==> config.mk <==
export PLATFORM = sky130hd
export DESIGN_NAME = imrot_ctrl
export DESIGN_NICKNAME = d
export VERILOG_FILES = /design/src/rtl/imrot_pkg.sv /design/src/rtl/imrot_ctrl.sv
export SDC_FILE = /design/constraint.sdc
export NUM_CORES = 1
export LEC_CHECK = 0
export BUFFER_PORTS_ARGS = -buffer_cell sky130_fd_sc_hd__buf_4
export CORE_AREA = 10 10 47 49
export CTS_CLUSTER_DIAMETER = 80
export CTS_CLUSTER_SIZE = 12
export DETAILED_ROUTE_END_ITERATION = 7
export DIE_AREA = 0 0 57 59
export PLACE_DENSITY_LB_ADDON = 0.08
export RECOVER_POWER = 50
export SETUP_SLACK_MARGIN = 0.1
export SYNTH_ARGS = -nofsm -noshare
export SYNTH_HDL_FRONTEND = slang
export SYNTH_SLANG_ARGS = --single-unit
==> constraint.sdc <==
create_clock -name clk -period 2.9 [get_ports clk]
set_input_delay 0.29 -clock clk [delete_from_list [all_inputs] [get_ports clk]]
set_output_delay 0.29 -clock clk [all_outputs]
set_load 0.02 [all_outputs]
==> src/rtl/imrot_pkg.sv <==
`timescale 1ns / 1ps

package imrot_pkg;

  localparam int MAX_SRC_DIM = 512;
  localparam int MAX_DST_DIM = 1024;
  localparam int FRAC_BITS   = 14;
  localparam int PIXEL_BITS  = 32;

  localparam int STORE_DEPTH = MAX_SRC_DIM * MAX_SRC_DIM;
  localparam int ADDR_W      = $clog2(STORE_DEPTH);
  localparam int LOAD_IDX_W  = ADDR_W + 1;

  localparam int COEF_W  = 16;
  localparam int SRC_W   = 10;
  localparam int DST_W   = 11;
  localparam int COL_W   = 10;
  localparam int DELTA_W = 12;
  localparam int PROD_W  = DELTA_W + COEF_W;
  localparam int SUM_W   = PROD_W + 1;
  localparam int QUO_W   = SUM_W - FRAC_BITS;
  localparam int POS_W   = 16;
  localparam int CRD_W   = $clog2(MAX_SRC_DIM);
  localparam int IDX_W   = CRD_W + SRC_W;

  localparam int CFG_IDX_W  = 3;
  localparam int CFG_DATA_W = 16;

  localparam logic [CFG_IDX_W-1:0] CFG_COS_TERM   = 3'd0;
  localparam logic [CFG_IDX_W-1:0] CFG_SIN_TERM   = 3'd1;
  localparam logic [CFG_IDX_W-1:0] CFG_SRC_WIDTH  = 3'd2;
  localparam logic [CFG_IDX_W-1:0] CFG_SRC_HEIGHT = 3'd3;
  localparam logic [CFG_IDX_W-1:0] CFG_DST_WIDTH  = 3'd4;
  localparam logic [CFG_IDX_W-1:0] CFG_DST_HEIGHT = 3'd5;

  localparam logic [0:0] ACT_LOAD = 1'b0;
  localparam logic [0:0] ACT_EMIT = 1'b1;

  typedef logic [PIXEL_BITS-1:0] pixel_t;

  typedef enum logic [2:0] {
    ST_IDLE,
    ST_MUL,
    ST_SUM,
    ST_ADDR,
    ST_READ,
    ST_OUT
  } state_t;

  typedef struct packed {
    logic load_en;
    logic emit_en;
    logic mul_en;
    logic sum_en;
    logic addr_en;
    logic read_en;
    logic out_load;
  } ctrl_cmd_t;

  typedef struct packed {
    logic frame_loaded;
  } dp_status_t;

endpackage

==> src/rtl/imrot_ctrl.sv <==
`timescale 1ns / 1ps

module imrot_ctrl (
  input  logic                   clk,
  input  logic                   rst_n,
  input  logic                   in_valid,
  input  logic                   in_action,
  output logic                   in_ready,
  input  logic                   out_ready,
  output logic                   out_valid,
  input  imrot_pkg::dp_status_t  status,
  output imrot_pkg::ctrl_cmd_t   cmd
);
  import imrot_pkg::*;

  state_t state_r, state_nxt;
  logic   out_valid_r, out_valid_nxt;
  logic   in_xfer;
  logic   slot_free;

  assign in_xfer   = in_valid && in_ready;
  assign slot_free = !out_valid_r || out_ready;

  always_comb begin
    state_nxt = state_r;
    unique case (state_r)
      ST_IDLE: begin
        if (in_xfer && in_action == ACT_EMIT && status.frame_loaded) state_nxt = ST_MUL;
      end
      ST_MUL:  state_nxt = ST_SUM;
      ST_SUM:  state_nxt = ST_ADDR;
      ST_ADDR: state_nxt = ST_READ;
      ST_READ: state_nxt = ST_OUT;
      ST_OUT: begin
        if (slot_free) state_nxt = ST_IDLE;
      end
      default: state_nxt = ST_IDLE;
    endcase
  end

  always_comb begin
    in_ready = 1'b0;
    cmd      = '0;
    unique case (state_r)
      ST_IDLE: begin
        in_ready    = 1'b1;
        cmd.load_en = in_valid && in_action == ACT_LOAD;
        cmd.emit_en = in_valid && in_action == ACT_EMIT && status.frame_loaded;
      end
      ST_MUL:  cmd.mul_en  = 1'b1;
      ST_SUM:  cmd.sum_en  = 1'b1;
      ST_ADDR: cmd.addr_en = 1'b1;
      ST_READ: cmd.read_en = 1'b1;
      ST_OUT:  cmd.out_load = slot_free;
      default: ;
    endcase
  end

  always_comb begin
    out_valid_nxt = out_valid_r;
    if (cmd.out_load) out_valid_nxt = 1'b1;
    else if (out_ready) out_valid_nxt = 1'b0;
  end

  always_ff @(posedge clk) begin
    if (!rst_n) begin
      state_r     <= ST_IDLE;
      out_valid_r <= 1'b0;
    end else begin
      state_r     <= state_nxt;
      out_valid_r <= out_valid_nxt;
    end
  end

  assign out_valid = out_valid_r;

endmodule

Yosys cells after proc, flatten, opt, wreduce, memory -nomap -nowiden:

Index checks and enable logic that the tools add are counted.

* muxes and demuxes: 12
* equal/unequal tests: 7
* bitwise logic cells: 1
* reduce and logical (&&, ||, !) cells: 11

Operators by type and width (number)
* case mux 3 bit (6 select lines): 1
* two-way mux 1 bit: 8
* equality test 3 x 2 -> 1 bit, second input constant: 2
* equality test 3 bit, second input constant: 2
* logical AND 1 bit: 6
* two-way mux 3 bit: 2
* inequality test 2 bit, second input constant: 2
* equality test 3 x 1 -> 1 bit, second input constant: 1
* zero test 3 bit: 1
* two-way mux 2 bit: 1
* AND reduction 2 bit: 1
* nonzero test 2 bit: 1
* zero test 1 bit: 1
* logical OR 1 bit: 1
* inverter 1 bit: 1

* output and inout bits: 9
* bits of input ports: 6
* register bits after elaboration: 4

Depth between registers and ports, before layout:

Gate-level depths: netlist of run 1.

* word-level depth: 7
* gate-level depth with buffers: 4
* gate-level depth less buffers: 3

Worst setup path before layout of run 1:

No wires, ideal clock.

* path kind: flip-flop to output port
* start point: reg state_r[1]
* end point: out cmd[5] (netlist name)
* data required time: 2.610 ns
* buffers on the path: 1
* data arrival time: 1.060 ns
* path slack: 1.550 ns
* stages on the path, launching flop included: 4
* cell sequence: dfxtp_1 > buf_4 > nor3_4 > and4_1

RTL lines
* start: declaration: RTL line imrot_ctrl.sv:16 `state_t state_r, state_nxt;`
* start signal: assignment: RTL line imrot_ctrl.sv:70 `state_r <= state_nxt;`
* end: declaration: RTL line imrot_ctrl.sv:12 `output imrot_pkg::ctrl_cmd_t cmd`

==> results of run 1 <==
[logic make-up (layout without fill, tap and decap cells)]
| family | after synthesis | count (layout) |
|---|---|---|
| buf+inv | 5 | 18 |
| compound gates | 6 | 6 |
| xor+xnor | 1 | 1 |
| simple gates | 13 | 13 |
| flops | 4 | 4 |
[routing by layer]
| metal | up-vias | GRT usage [%] |
|---|---|---|
| met3 | 4 | 1.50 |
| met4 | 0 | 6.04 |
| met1 | 121 | 4.36 |
| met5 | - | 0 |
| li1 | 126 | - |
| met2 | 13 | 7.13 |
[area by class of cell]
cell class	instances	area (um^2)
Clock buffer	3	22.5
Fill cell	162	1030
Inverter	1	3.75
Multi-Input combinational cell	20	140
Sequential cell	4	80.1
Tap cell	16	20.0
Timing Repair Buffer	14	101
[power breakdown]
group	internal, W	leakage [nW]	switching [W]
Combinational	0.0000207	0.130	0.0000183
Sequential	0.0000578	0.0324	0.00000620
Clock	0.0000466	0.0138	0.0000267
[synth_stat cells (all sizes together), types with 2 or more instances]
master	number	area (um^2)
a21oi	2	10.0
and3	3	23.8
buf	4	37.5
dfxtp	4	80.1
nand2b	2	12.5
nor3b	2	15.0
[worst paths after layout]
path,depth (start not counted),slack [ns],to,startpoint
worst max register to register,3,1.81,state_r[2],state_r[2]
worst min-delay path,2,0.28,state_r[2],rst_n
worst max-delay path,3,1.31,cmd[5],state_r[1]
worst min register to register,2,0.56,out_valid,out_valid
[flip-flops by register name, summed over array words and instances (netlist names)]
register,count
state_r,3
out_valid,1
[through the flow]
stage	instances	hold slack, ns	util [%]	setup slack (ns)
6_report	58	0.279	26.3	1.31
5_1_grt	58	0.292	26.3	1.17
3_5_place_dp	55	0.529	26.1	1.63
2_1_floorplan	29	0.408	-	1.55
4_1_cts	58	0.280	27.7	1.36
3_3_place_gp	55	0.523	26.1	1.65
[critical path: stages (launching register included)]
cell     delay, ns
dfxtp_1       0.40
nor3_1        0.30
and4_1        0.23
buf_4         0.14
==> results.cfg, run 1 <==
[floorplanning]
initial_core_util_pct = 19.8
die_x_um = 57
num_io_pins = 15
fp.dieArea_um2 = 3360
core_um2 = 1400
die_h_um = 59
fp-row-count = 14

[setup_path]
crit_path_start_kind = register
cp-end-kind = primary output
critical_path_class = reg -> out
worstPathMaxFanout = 9
worstPathRequired_ns = 2.61
cp_data_arrival_time_ns = 1.30

[synth]
syn-num-nets = 35
synth_edf_count = 0
synth-seq-cells = 4
yosysSeqAreaShare_pct = 28.8
ys_async_sr_fraction_pct = 0
ys_types = 20
syn_inst = 29
ys_warn_count = 0
synth_ff_type = dfxtp_1
syn-cell-area_um2 = 278
synthSimpleGateAreaFrac_pct = 36.9
synthMuxAreaShare_pct = 0
synthAdderAreaFrac_pct = 0
synth_top_family_by_area = simple AND/OR/NAND/NOR gates
synth_compound_area_share_pct = 16.2
synth_xor_area_share_pct = 3.15
syn_area_per_cell_um2 = 9.58

[timing]
rsz0062_at_grt = no
hold_viol = 0
finalSetupViolCount = 0
clock_skew_ns = 0.00198
period_minus_slack_ns = 1.59
fin_tns_setup_ns = 0
relSlewSlack_pct = 77.8
worstMarginPinSlew_ns = 0.333
finalCritPeriodShare_pct = 55.0
fmax_ghz = 0.627
slew_viol_final = 0

[clock_tree]
numClockSinks = 4
cts-htree-levels = 1
cts_setup_buffers = 0
ctsHoldBuffers = 0
postCtsResizedCells = 0
clk-insertion-delay-late_ns = 0.24
cts_root_buf = clkbuf_4
cts_tree = done
clkTransAtPathRegs_ns = 0.04
cts_buffers = 3
clock_path_buffers = 2

[placement]
portBuffers = 14
dpl.hpwl_um = 564
place.gp.congestion = 0.687
placed_area_um2 = 365

[route]
drc = 0
drt-wirelength-per-cell_um = 12.9
ant_nets = 0
vias = 264
dr_wl_met3_um = 53
vias_per_cell = 4.55
top_layer = met4
drtPass1Iterations = 1
routed_wl_um = 751
met1Wirelength_um = 311
route.met2.wl_um = 349
drt-initial-drc-count = 0

[worst_hold_path]
hold_class = in -> reg

[power]
power_density_nw_per_um2 = 479
leakagePower_nw = 0.177
ir_worst_vdd_uv = 130
p_total_w = 0.000176

[flow_run]
max-cap-violations = 0

[finish]
final_nets = 50
final_common_cell = buf_4
syn_to_final_growth_pct = 32.4
design_area_um2 = 368
diodes = 0
final_cell_mix = 13 x buf_4, 4 x dfxtp_1, 3 x and3_1, 3 x clkbuf_4
drive_gt1_share_pct = 40.5

[outcome]
outcome = complete, no violations

[global_route]
grt_max_degree = 10
gr-usage-all-layers_pct = 4.66
grt_pass1_vias = 307
overflow = 0
antenna_found_initial = 0
grt_first_pass_wirelength_um = 1230
(Power assumes the default switching activity.)
==> run 2: changes to the inputs <==
Settings changed: ABC_AREA from default to 1.
Clock period 2.9 ns to 1.3 ns, I/O delays scaled along.
==> run 2 against run 1 <==
Area after synthesis is 9.5% lower. Global-route usage about the same. Core utilization up 7.1 points. Synthesized cell count grew 24%. Worst setup slack got worse by 1.2 ns. Non-clock buffer count increased by 5. Power increased to 3.4 times the previous value. Critical path depth unchanged. Sequential cell count is the same. Final cell count rose by 24%. Wire length rose by 4.9%. Critical path type unchanged.
==> results.cfg, run 2 <==
[placement]
place.gp.congestion = 0.670
pre_cts_slack_ns = 0.221
dpl.hpwl_um = 591
portBuffers = 14

[setup_path]
regToRegEndpoint = state_r[0]
r2r_slack_ns = 0.30
cp_slowest_cell = dfxtp_4
cp-end-kind = primary output
cp_data_arrival_time_ns = 1.09
crit_path_start_kind = register
worstPathMaxFanout = 4
cpMostUsedCell = buf_4
worstPathRequired_ns = 1.17
worstPathCellList = buf_4, nor3_2, buf_4
critical_path_class = reg -> out
worstReg2RegStart = state_r[0]
reg2reg_depth = 5
crit_path_max_incr_delay_ns = 0.34

[power]
power_density_nw_per_um2 = 1270
leakagePower_nw = 0.214
ir_worst_vdd_uv = 410
cellInternalPower_w = 0.000383
p_total_w = 0.000594
clockPowerShare_pct = 25.0
p_seq_share_pct = 26.5
swShare_pct = 35.5
combPwrFrac_pct = 48.5
switchingPower_w = 0.000211

[finish]
multi_input_area_um2 = 156
diodes = 0
syn_to_final_growth_pct = 86.1
largest_register_ffs = 3
drive_gt1_share_pct = 64.3
final_nets = 64
final_common_cell = buf_4
final.fill_count = 177
final_cell_mix = 14 x buf_4, 5 x nor2_1, 4 x a21oi_1, 4 x nor2_2, 4 x buf_6
top_register = state_r
seq_area_um2 = 91.3

[floorplanning]
fp.dieArea_um2 = 3360
num_io_pins = 15
fp-row-count = 14
die_x_um = 57
die_h_um = 59
initial_core_util_pct = 17.9
core_um2 = 1400

[timing]
period_minus_slack_ns = 1.22
hold_viol = 0
finalSetupViolCount = 0
fin_hold_ws_ns = 0.162
slew_viol_final = 0
clock_skew_ns = 0.000520
fin_ws_ns = 0.0842
finalCritPeriodShare_pct = 93.5
fmax_ghz = 0.822
worstMarginPinSlew_ns = 0.257
rsz0062_at_grt = yes
fin_tns_setup_ns = 0
relSlewSlack_pct = 83.0

[clock_tree]
cts_root_buf = clkbuf_4
cts_buffers = 3
clock_path_buffers = 2
clkTransAtPathRegs_ns = 0.03
clk-insertion-delay-late_ns = 0.23
cts_tree = done
cts-htree-levels = 1
numClockSinks = 4
ctsHoldBuffers = 0

[synth]
ys_top_cells_by_area = dfxtp_1 32%, nor3_2 12%, nor2_1 10%
syn-num-nets = 42
ys_types = 13
synth_top_area_cell = dfxtp_1
syn_inst = 36
synth_top_cell_area_share_pct = 31.8
ys_warn_count = 0
syn_area_per_cell_um2 = 6.99
synth_edf_count = 0
synth_most_common_cell = nor2_1
synth-seq-cells = 4
synth_ff_type = dfxtp_1
ys_async_sr_fraction_pct = 0
syn-cell-area_um2 = 251
yosysSeqAreaShare_pct = 31.8
synth_common_cells = 7 x nor2_1, 4 x a21oi_1, 4 x dfxtp_1

[global_route]
overflow = 0
antenna_found_initial = 0
grt_pass1_vias = 296
grt_first_pass_wirelength_um = 1230
gr-usage-all-layers_pct = 4.64
grt_max_degree = 9

[route]
drt-wirelength-per-cell_um = 10.9
drt-initial-drc-count = 0
routed_wl_um = 788
drtPass1Iterations = 1
vias = 301
vias_per_cell = 4.18
drc = 0
ant_nets = 0

[worst_hold_path]
hold_path_end = state_r[2]
hp-start = rst_n
whs_path_depth = 3
hold_class = in -> reg

[outcome]
outcome = complete, no violations

[flow_run]
max-cap-violations = 0
==> run 2: per-stage QoR <==
stage               std cells  area, um^2  utilization, %
finish                     72         468            33.4
global route               72         468            33.4
CTS                        72         457            32.6
detailed placement         64         367            26.2
global placement           64         367            26.2
floorplan                  36         256               -
==> run 2: cell families after synthesis <==
kind of cell,after synthesis,share of synthesized area (%)
AO/OA/AOI/OAI,4,7.96
AND/OR/NAND/NOR,21,46.8
buffers and inverters,7,13.4
flip-flops,4,31.8
==> run 2: how the worst max path moves through the flow <==
stage / from / endpoint / slack [ns] / cells after the start
floorplan: state_r[1] / cmd[6] / 0.16 / 5
global placement: state_r[2] / cmd[1] / 0.24 / 3
detailed placement: state_r[2] / cmd[0] / 0.22 / 3
CTS: state_r[1] / cmd[6] / 0.06 / 6
global route: state_r[0] / cmd[3] / 0.04 / 3
finish: state_r[1] / cmd[4] / 0.08 / 3
==> run 2: cell type report <==
| type | instances | share of cell area [%] |
|---|---|---|
| clock buffer | 3 | 4.81 |
| timing repair buffer | 19 | 32.9 |
| tap | 16 | 4.28 |
| inverter | 5 | 5.08 |
| sequential | 4 | 19.5 |
| multi-input combinational | 25 | 33.4 |
==> run 2: power groups by stage <==
| stage | clock network (W) | registers [W] | logic, W |
|---|---|---|---|
| floorplan | 0 | 0.000154 | 0.000125 |
| detailed placement | 0 | 0.000160 | 0.000192 |
| CTS | 0.000159 | 0.000156 | 0.000269 |
| finish | 0.000149 | 0.000158 | 0.000288 |
| global route | 0.000162 | 0.000160 | 0.000316 |
| global placement | 0 | 0.000161 | 0.000194 |
==> run 2: what timing repair did <==
action,CTS,global route
resized for setup,11,5
setup endpoints to repair,7,8
hold endpoints to repair,0,0
pin swaps,3,4
setup buffers,5,0
==> run 2: routing by layer <==
layer	GRT usage (%)	wire length [um]	part of all wire (%)	vias up
met1	4.79	310	39	134
met4	3.02	0	0	0
met2	7.44	409	52	12
met3	2.15	69	8.8	0
li1	-	-	-	155
met5	0	0	0	-
==> run 2: worst max-delay path, delay by kind of cell (launching register included) <==
kind	cells	cell delay [ns]
flops	1	0.34
buf+inv	2	0.31
simple gates	1	0.20
==> run 3: changes to the inputs <==
--- a/config.mk
+++ b/config.mk
@@ -7,4 +7,5 @@
 export LEC_CHECK = 0
 export ABC_AREA = 1
+export ABC_CLOCK_PERIOD_IN_PS = 1300
 export BUFFER_PORTS_ARGS = -buffer_cell sky130_fd_sc_hd__buf_4
 export CORE_AREA = 10 10 47 49
==> constraint.sdc (replaced) <==
create_clock -name clk -period 1.3 [get_ports clk]
set_input_delay 0.065 -clock clk [delete_from_list [all_inputs] [get_ports clk]]
set_output_delay 0.065 -clock clk [all_outputs]
set_load 0.02 [all_outputs]
==> run 3 against run 2 <==
Largest power group unchanged. Combinational power up 8.7%. Register-to-register slack barely moved. Sequential power about the same.
==> results.cfg, run 3 (synthesized netlist as in run 2, its figures left out) <==
[route]
drc = 0
drtPass1Iterations = 2
drt-wirelength-per-cell_um = 11.8
ant_nets = 0
vias = 314
routed_wl_um = 873
drt-initial-drc-count = 3
vias_per_cell = 4.24

[global_route]
antenna_found_initial = 0
gr-usage-all-layers_pct = 5.23
grt_first_pass_wirelength_um = 1460
grt_pass1_vias = 337
grt_max_degree = 9
overflow = 0

[timing]
relSlewSlack_pct = 82.1
finalCritPeriodShare_pct = 91.1
fmax_ghz = 0.844
fin_ws_ns = 0.116
finalSetupViolCount = 0
rsz0062_at_grt = yes
slew_viol_final = 0
hold_viol = 0
period_minus_slack_ns = 1.18
worstMarginPinSlew_ns = 0.269
clock_skew_ns = 0.00337
fin_tns_setup_ns = 0

[clock_tree]
clk-insertion-delay-late_ns = 0.23
cts_tree = done
cts_buffers = 3
cts-htree-levels = 1
cts_root_buf = clkbuf_4
clock_path_buffers = 2
numClockSinks = 4
clkTransAtPathRegs_ns = 0.04

[power]
power_density_nw_per_um2 = 1240
cellInternalPower_w = 0.000387
leakagePower_nw = 0.215
clockPowerShare_pct = 23.9
combPwrFrac_pct = 50.6
switchingPower_w = 0.000231
p_seq_share_pct = 25.4
swShare_pct = 37.4
ir_worst_vdd_uv = 409

[floorplanning]
fp-row-count = 14
core_um2 = 1400
die_x_um = 57
fp.dieArea_um2 = 3360
die_h_um = 59
initial_core_util_pct = 17.9
num_io_pins = 15

[flow_run]
max-cap-violations = 0

[setup_path]
worstPathMaxFanout = 3
cp-end-kind = primary output
crit_path_start_kind = register
crit_path_max_incr_delay_ns = 0.35
crit_buf_inv = 3
cp_slowest_cell = dfxtp_4
cp_data_arrival_time_ns = 1.12
critical_path_class = reg -> out
regToRegEndpoint = state_r[0]
cp.depth = 5
cp_top_family = buffers and inverters
worstPathRequired_ns = 1.24
worstReg2RegStart = state_r[0]
r2r_slack_ns = 0.29
reg2reg_depth = 5
endpoint = in_ready
crit_start = state_r[0]
worstPathCellList = inv_4, nand2_4, nor2_4, buf_4, clkbuf_1

[finish]
drive_gt1_share_pct = 65.5
final_nets = 66
top_register = state_r
largest_register_ffs = 3
post-route-util_pct = 35.6
final_cell_mix = 17 x buf_4, 5 x nor2_1
diodes = 0
final_common_cell = buf_4
syn_to_final_growth_pct = 98.5

[outcome]
outcome = complete, no violations

[worst_hold_path]
whs_path_depth = 3
hold_class = in -> reg

[placement]
dpl.hpwl_um = 629
portBuffers = 14
pre_cts_slack_ns = 0.267
place.gp.congestion = 0.682
## run 3: cell types whose count changed in the layout (fill, tap and decap cells not counted), sizes merged
cell    previous run  this run
buf               18        19
clkbuf             4         5
## run 3: routing by layer
layer / routed length (um) / GRT usage (%) / share of wire [%]
met1: 358 / 5.83 / 41
met2: 465 / 8.99 / 53
met3: 49 / 1.72 / 5.6
met4: 0 / 2.01 / 0
met5: 0 / 0 / 0
## run 3: worst register-to-register path, stage by stage, from the launching register on
cell,delay (ns)
dfxtp_4,0.35
buf_4,0.16
nor2_1,0.10
nand3_1,0.09
a21oi_1,0.14
nor2_1,0.06
## run 3: how the worst min path moves through the flow
stage                          from    endpoint  slack [ns]
final                         rst_n  state_r[1]        0.11
after global routing          rst_n  state_r[2]        0.13
after CTS                     rst_n  state_r[2]        0.10
after detailed placement      rst_n  state_r[2]        0.34
after global placement        rst_n  state_r[1]        0.34
after floorplan           in_action      cmd[6]        0.21
## run 3: layout make-up
class | instances | area (um^2)
Inverter | 5 | 23.8
Timing Repair Buffer | 21 | 158
Clock buffer | 3 | 22.5
Tap cell | 16 | 20.0
Sequential cell | 4 | 91.3
Multi-Input combinational cell | 25 | 184
Fill cell | 157 | 902
## run 3: power by group through the flow
| stage | Clock [W] | Combinational (W) | Sequential (W) |
|---|---|---|---|
| 3_5_place_dp | 0 | 0.000192 | 0.000161 |
| 6_report | 0.000148 | 0.000313 | 0.000157 |
| 4_1_cts | 0.000156 | 0.000288 | 0.000156 |
| 5_1_grt | 0.000168 | 0.000341 | 0.000159 |
| 3_3_place_gp | 0 | 0.000191 | 0.000160 |
| 2_1_floorplan | 0 | 0.000123 | 0.000154 |
## run 3: through the flow
step / cells / area (um^2) / power (W) / hold WS (ns)
floorplan: 36 / 254 / 0.000277 / 0.210
global placement: 64 / 364 / 0.000352 / 0.340
detailed placement: 64 / 364 / 0.000353 / 0.341
CTS: 74 / 463 / 0.000601 / 0.103
global route: 74 / 499 / 0.000668 / 0.131
finish: 74 / 499 / 0.000618 / 0.112
## run 3: repair_timing
item                       4_1_cts  5_1_grt
hold buffers                     0        0
pin swaps                        4        3
setup endpoints to repair        4        5
resized for setup                9       11
setup buffers                    7        0
